<file path="src/design/ght_ram.sv">
// ----------------------------------------------------------------------------
// ght_ram: simple dual-port RAM
// One write port and one read port; read data is registered and returns the
// old contents when the same address is written in the same cycle.
// ----------------------------------------------------------------------------
`default_nettype none

module ght_ram #(
    parameter int WIDTH = 8,
    parameter int DEPTH = 256
) (
    input  wire logic                     i_clk,
    input  wire logic                     i_we,
    input  wire logic [$clog2(DEPTH)-1:0] i_waddr,
    input  wire logic [WIDTH-1:0]         i_wdata,
    input  wire logic [$clog2(DEPTH)-1:0] i_raddr,
    output logic      [WIDTH-1:0]         o_rdata
);

    logic [WIDTH-1:0] r_mem [DEPTH];
    logic [WIDTH-1:0] r_rdata;

    // Write and registered read
    always_ff @(posedge i_clk) begin
        if (i_we) begin
            r_mem[i_waddr] <= i_wdata;
        end
        r_rdata <= r_mem[i_raddr];
    end

    assign o_rdata = r_rdata;

endmodule

`default_nettype wire

</file>
<file path="config.mk">
export PLATFORM = sky130hd
export DESIGN_NAME = ght_ram
export DESIGN_NICKNAME = d
export VERILOG_FILES = /design/src/design/ght_ram.sv
export SDC_FILE = /design/constraint.sdc
export NUM_CORES = 2
export LEC_CHECK = 0
export BUFFER_PORTS_ARGS = -buffer_cell sky130_fd_sc_hd__buf_2
export CORE_MARGIN = 3
export CORE_UTILIZATION = 40
export CTS_BUF_LIST = sky130_fd_sc_hd__clkbuf_4 sky130_fd_sc_hd__clkbuf_8
export CTS_CLUSTER_DIAMETER = 60
export DETAILED_ROUTE_END_ITERATION = 16
export MAX_ROUTING_LAYER = met4
export PLACE_DENSITY = 0.61
export SKIP_LAST_GASP = 1
export SYNTH_ARGS = -nofsm -noshare
export SYNTH_HDL_FRONTEND = slang
export SYNTH_SLANG_ARGS = --single-unit
</file>
<file path="constraint.sdc">
create_clock -name i_clk -period 5.15 [get_ports i_clk]
set_clock_uncertainty 0.15 [all_clocks]
set_input_delay 1.545 -clock i_clk [delete_from_list [all_inputs] [get_ports i_clk]]
set_output_delay 1.545 -clock i_clk [all_outputs]
set_load 0.02 [all_outputs]
</file>
Word-level counts from Yosys, hierarchy flattened
Memory sizes are Yosys's and may differ from the RTL's. A register that Yosys moved wholly into a read port is not among the register bits.
Cells that the tools add are included.

word-level totals
  output and inout port bits = 8
  bits of input ports = 26
  memories = 1
  word-level logic and storage cells = 3
  register bits = 0
  RAM bits = 2048

cells by class
  multiplexer cells = 2

memory list
  name   words  bits a word  rd ports  clocked after Yosys merged registers in  wr ports  RTL line  RTL
  r_mem  256    8            1         1                                        1         20        logic [WIDTH-1:0] r_mem [DEPTH];

operators with widths
  operator           count
  1-bit two-way mux  2

Logic depth before layout (Yosys ltp)
  depth after elaboration = 2
  mapped depth = 11
  depth with buffers taken out = 6

Worst setup path after synthesis
No wires, ideal clock.

  path type = input to register
  start = in i_raddr[0]
  end = reg r_rdata[2], in the netlist o_rdata[2], read port of r_mem
  required time = 4.869 ns
  setup slack = 1.517 ns
  data arrival time = 3.352 ns
  stages on the path = 9
  path buffers = 4
  cells stage by stage = buf_6 -> buf_12 -> buf_8 -> buf_2 -> mux4_2 -> a22oi_1 -> a21oi_1 -> nor4_1 -> nor4_2

RTL lines
  element             RTL line  RTL
  start: declaration  16        input wire logic [$clog2(DEPTH)-1:0] i_raddr,
  end: declaration    21        logic [WIDTH-1:0] r_rdata;

==> results.md <==
- The run finished with clean final reports.
- The area inside the core boundary is 0.198 mm².
- In the post-synthesis netlist, the biggest area contributors are sky130_fd_sc_hd__edfxtp_1 (77%), sky130_fd_sc_hd__mux4_2 (13%), sky130_fd_sc_hd__mux2i_1 (1.7%).
- The horizontal die dimension is 452 µm.
- In this run the power spent charging and discharging nets is 7.40 mW.
- Data arrives at the worst endpoint at approximately 4.9 ns.
- The area enclosed by the die boundary is 0.204 mm².
- After legalization and detailed placement, the total HPWL measured 126000 µm.
- The number of sinks handled by clock tree synthesis is 2056.
- The maximum ir drop on the vdd rail is about 280 µV.
- Max-cap violations in this run came to 0.
- Synthesis inferred 2056 register bits.
- The I/O pin count is 34.
- The critical path startpoint category is an input pin.
- The fraction of power consumed by the clock network is 40.2%.
- Sequential cells burn 54.6% of the power.
- The switching power share of the total is 21.9%.
- The standard-cell row count is 163.
- The timing-limited maximum frequency is 0.239 GHz.
- The count of endpoints failing hold in the final timing report came to 0.
- Fill cells in the final layout number 16500.
- The number of distinct library cells after synthesis is 55.
- The number of pins with negative max-slew slack in the final report is 0.
- The initial antenna violation count was 7.
- The number of global-route vias before repair is about 41000.
- Dividing the final minimum period by the clock period gives 81.2%.
- The number of nets with antenna violations after routing is 0.
- After global routing the overflow that remains totals 0.
- Summing all placed instances gives a cell area of 0.0844 mm².
- The setup slack of the worst register-to-register path is 2.16 ns.
- The net count reported at finish is roughly 4200.
- The required time reported for the critical path endpoint is 5.83 ns.
- The overall routing resource usage is about a fifth.
- The minimum period implied by the final worst setup slack is about 4.2 ns.
- The global-route wire length before repair is 294000 µm.
- The most frequent cell after synthesis is sky130_fd_sc_hd__edfxtp_1.
- The internal portion of the total power is 26.4 mW.
- The number of remaining DRC errors is 0.
- The maximum number of pins on one net before global-route repair is 140.
- Counting instances in the post-synthesis netlist gives the leading cell types as sky130_fd_sc_hd__edfxtp_1 (2048), sky130_fd_sc_hd__mux4_2 (454), sky130_fd_sc_hd__nor2_1 (282).
- The power density over cell area is 373 mW/mm².
- The sequential cell area is 0.0617 mm².
- Using the TritonRoute via totals, the vias-per-cell ratio works out to 5.67.
- The mapped netlist covers 0.0796 mm².
- The cell taking the most area after synthesis is sky130_fd_sc_hd__edfxtp_1.
- The root buffer selected by CTS is sky130_fd_sc_hd__clkbuf_8.
- The hold-fix buffer count after cts is 0.
- The top fanout value on the critical path is 78.
- The overall via count from detail_route is 40100.
- Prior to clock tree synthesis, the placed netlist has a worst setup slack of -0.0227 ns.
- The later pin in the worst-skew pair is clocked with a latency of 1.06 ns.
- Routability-driven placement finished with a final weighted congestion of roughly 0.84.
- In this run the tightest slew margin relative to its limit is 14.8%.
- Summing all multi-input logic gate instances after layout gives 0.0165 mm².
- The final routed wirelength across all metal layers is 202000 µm.
- Yosys printed 0 warnings.
- The synthesized design contains between 2000 and 2500 enable-type register cells.
- TritonCTS built the clock tree.
- The type of the most critical hold path is input pin to flop.
- STA classifies the critical path endpoint as a flop.
- The pre-antenna-repair detailed-routing pass consisted of 5 iterations.
- The clock-pin slew of the registers on the worst-case setup and hold paths is about 0.060 ns.
- The number of gates given a new drive strength after cts is 0.
- The setup total negative slack is 0 ns.
- The primary flip-flop cell chosen by synthesis mapping is sky130_fd_sc_hd__edfxtp_1.
- The combinational share of power is approximately 5.2%.
- The net count after synthesis is around 3800.
- Of the synthesized area, sequential elements account for approximately 78%.
- The H-tree depth is 5.
- The worst path setup slack after routing is 0.967 ns.
- A synthesized cell averages 21.3 µm².
- The area share of the largest cell type after synthesis is 77.3%.
- The initial standard-cell utilization of the core is 40.3%.
- Excluding fillers, the count of instances in the completed layout stands at 7071.
- The share of flip-flops with an asynchronous set or reset after synthesis is 0%.
- The overall die height is ~450 µm.
- In the final layout, the share of cells above drive strength 1 is 29.7%.
- Setup repair after global routing left no endpoint under its margin.
- No sink is reached through more buffers than the 4 on the longest clock path.
- In this run, CTS created clock tree buffers numbering 348.
- The final cell area excluding filler cells is 0.0908 mm².
- The static leakage is 28.5 nW.
- The iteration-0 DRC count of the detailed router is 4537.
- The post-CTS setup-driven buffer insertion count is 0.
- The count of placed standard cells including taps is 6470.
- The kind of critical path is input pin to flop.
- The total of buffers placed on input and output ports is 33.
- The count of endpoints failing setup in the final report is 0.
- The routed wire length per instance is approximately 29 µm.
- At the pin with the least slew margin, the transition time is 1.27 ns.
- The area growth from synthesis to layout is 14.1%.
- Synthesis produced 3733 cells.
==> routing by layer <==
| layer | share of wire [%] | GRT usage, % | vias up |
|---|---|---|---|
| li1 | - | - | 16600 |
| met1 | 41 | 27.7 | 21400 |
| met2 | 49 | 31.5 | 1742 |
| met3 | 7.8 | 4.09 | 299 |
| met4 | 2.1 | 5.29 | 0 |
| met5 | 0 | - | - |
==> power groups by stage <==
stage          Combinational [mW]  Clock [mW]  Sequential (mW)
6_report                     1.75        13.6             18.5
5_1_grt                      1.84        14.7             18.5
4_1_cts                      1.76        13.9             18.5
3_5_place_dp                 1.76           0             18.8
3_3_place_gp                 1.74           0             18.8
2_1_floorplan               0.896           0             18.8
==> flip-flops by register name (all words and copies together), names as in the netlist <==
register / flops
r_mem: 2048
o_rdata: 8
==> area by class of cell <==
type	count	share of cell area (%)
flip-flops and latches	2056	67.9
multi-input cells	1442	18.2
clock buffers	472	6.38
well taps	2640	3.64
repair buffers	330	3.22
clock inverters	125	0.645
diodes	4	0.0110
inverters	2	0.00827
==> through the flow <==
step / hold slack [ns] / utilization (%) / power, mW
after global routing: 0.821 / 45.9 / 35.0
after detailed placement: 0.971 / 42.7 / 20.6
after floorplan: 0.620 / - / 19.7
after global placement: 0.949 / 42.7 / 20.6
after CTS: 0.791 / 45.9 / 34.1
final: 0.836 / 45.9 / 33.8
==> cell usage in the layout (no fill, tap or decap), drive strengths merged, types with 4 or more instances in the layout <==
cell / count
a22oi: 133
nor2b: 31
a211oi: 16
clkbuf: 472
mux2i: 134
nor3: 22
diode: 4
o21ai: 12
and2: 6
a221oi: 14
a2111oi: 5
o211ai: 10
mux4: 456
or2: 4
o32ai: 5
inv: 5
nand2b: 8
nor4: 27
a22o: 8
nand4: 10
o221ai: 47
nand2: 33
a21oi: 96
edfxtp: 2048
dfxtp: 8
o22ai: 28
o22a: 5
nor2: 282
nand3: 34
buf: 330
clkinv: 118
==> worst max-delay path, stage by stage <==
cell,delay (ns)
sky130_fd_sc_hd__buf_8,0.61
sky130_fd_sc_hd__buf_12,0.32
sky130_fd_sc_hd__buf_4,0.29
sky130_fd_sc_hd__mux4_2,0.33
sky130_fd_sc_hd__a22oi_1,0.48
sky130_fd_sc_hd__a21oi_1,0.17
sky130_fd_sc_hd__nor3_1,0.99
sky130_fd_sc_hd__nor4_2,0.10
==> path summary, 6_finish.rpt <==
| path | start | to | depth (start not counted) |
|---|---|---|---|
| setup / recovery | i_raddr[1] | o_rdata[2] | 8 |
| hold / removal | i_wdata[4] | r_mem[247][4] | 1 |
| setup reg to reg | r_mem[135][2] | o_rdata[2] | 6 |
| hold reg to reg | r_mem[32][5] | o_rdata[5] | 7 |
==> logic make-up after synthesis <==
logic type      after synthesis  share of synthesized area (%)
flops                      2056                           77.5
simple gates                466                           2.63
buf+inv                     235                           1.83
mux                         591                           14.6
compound gates              385                           3.42
No activity file was read; power rests on OpenSTA's default activity.
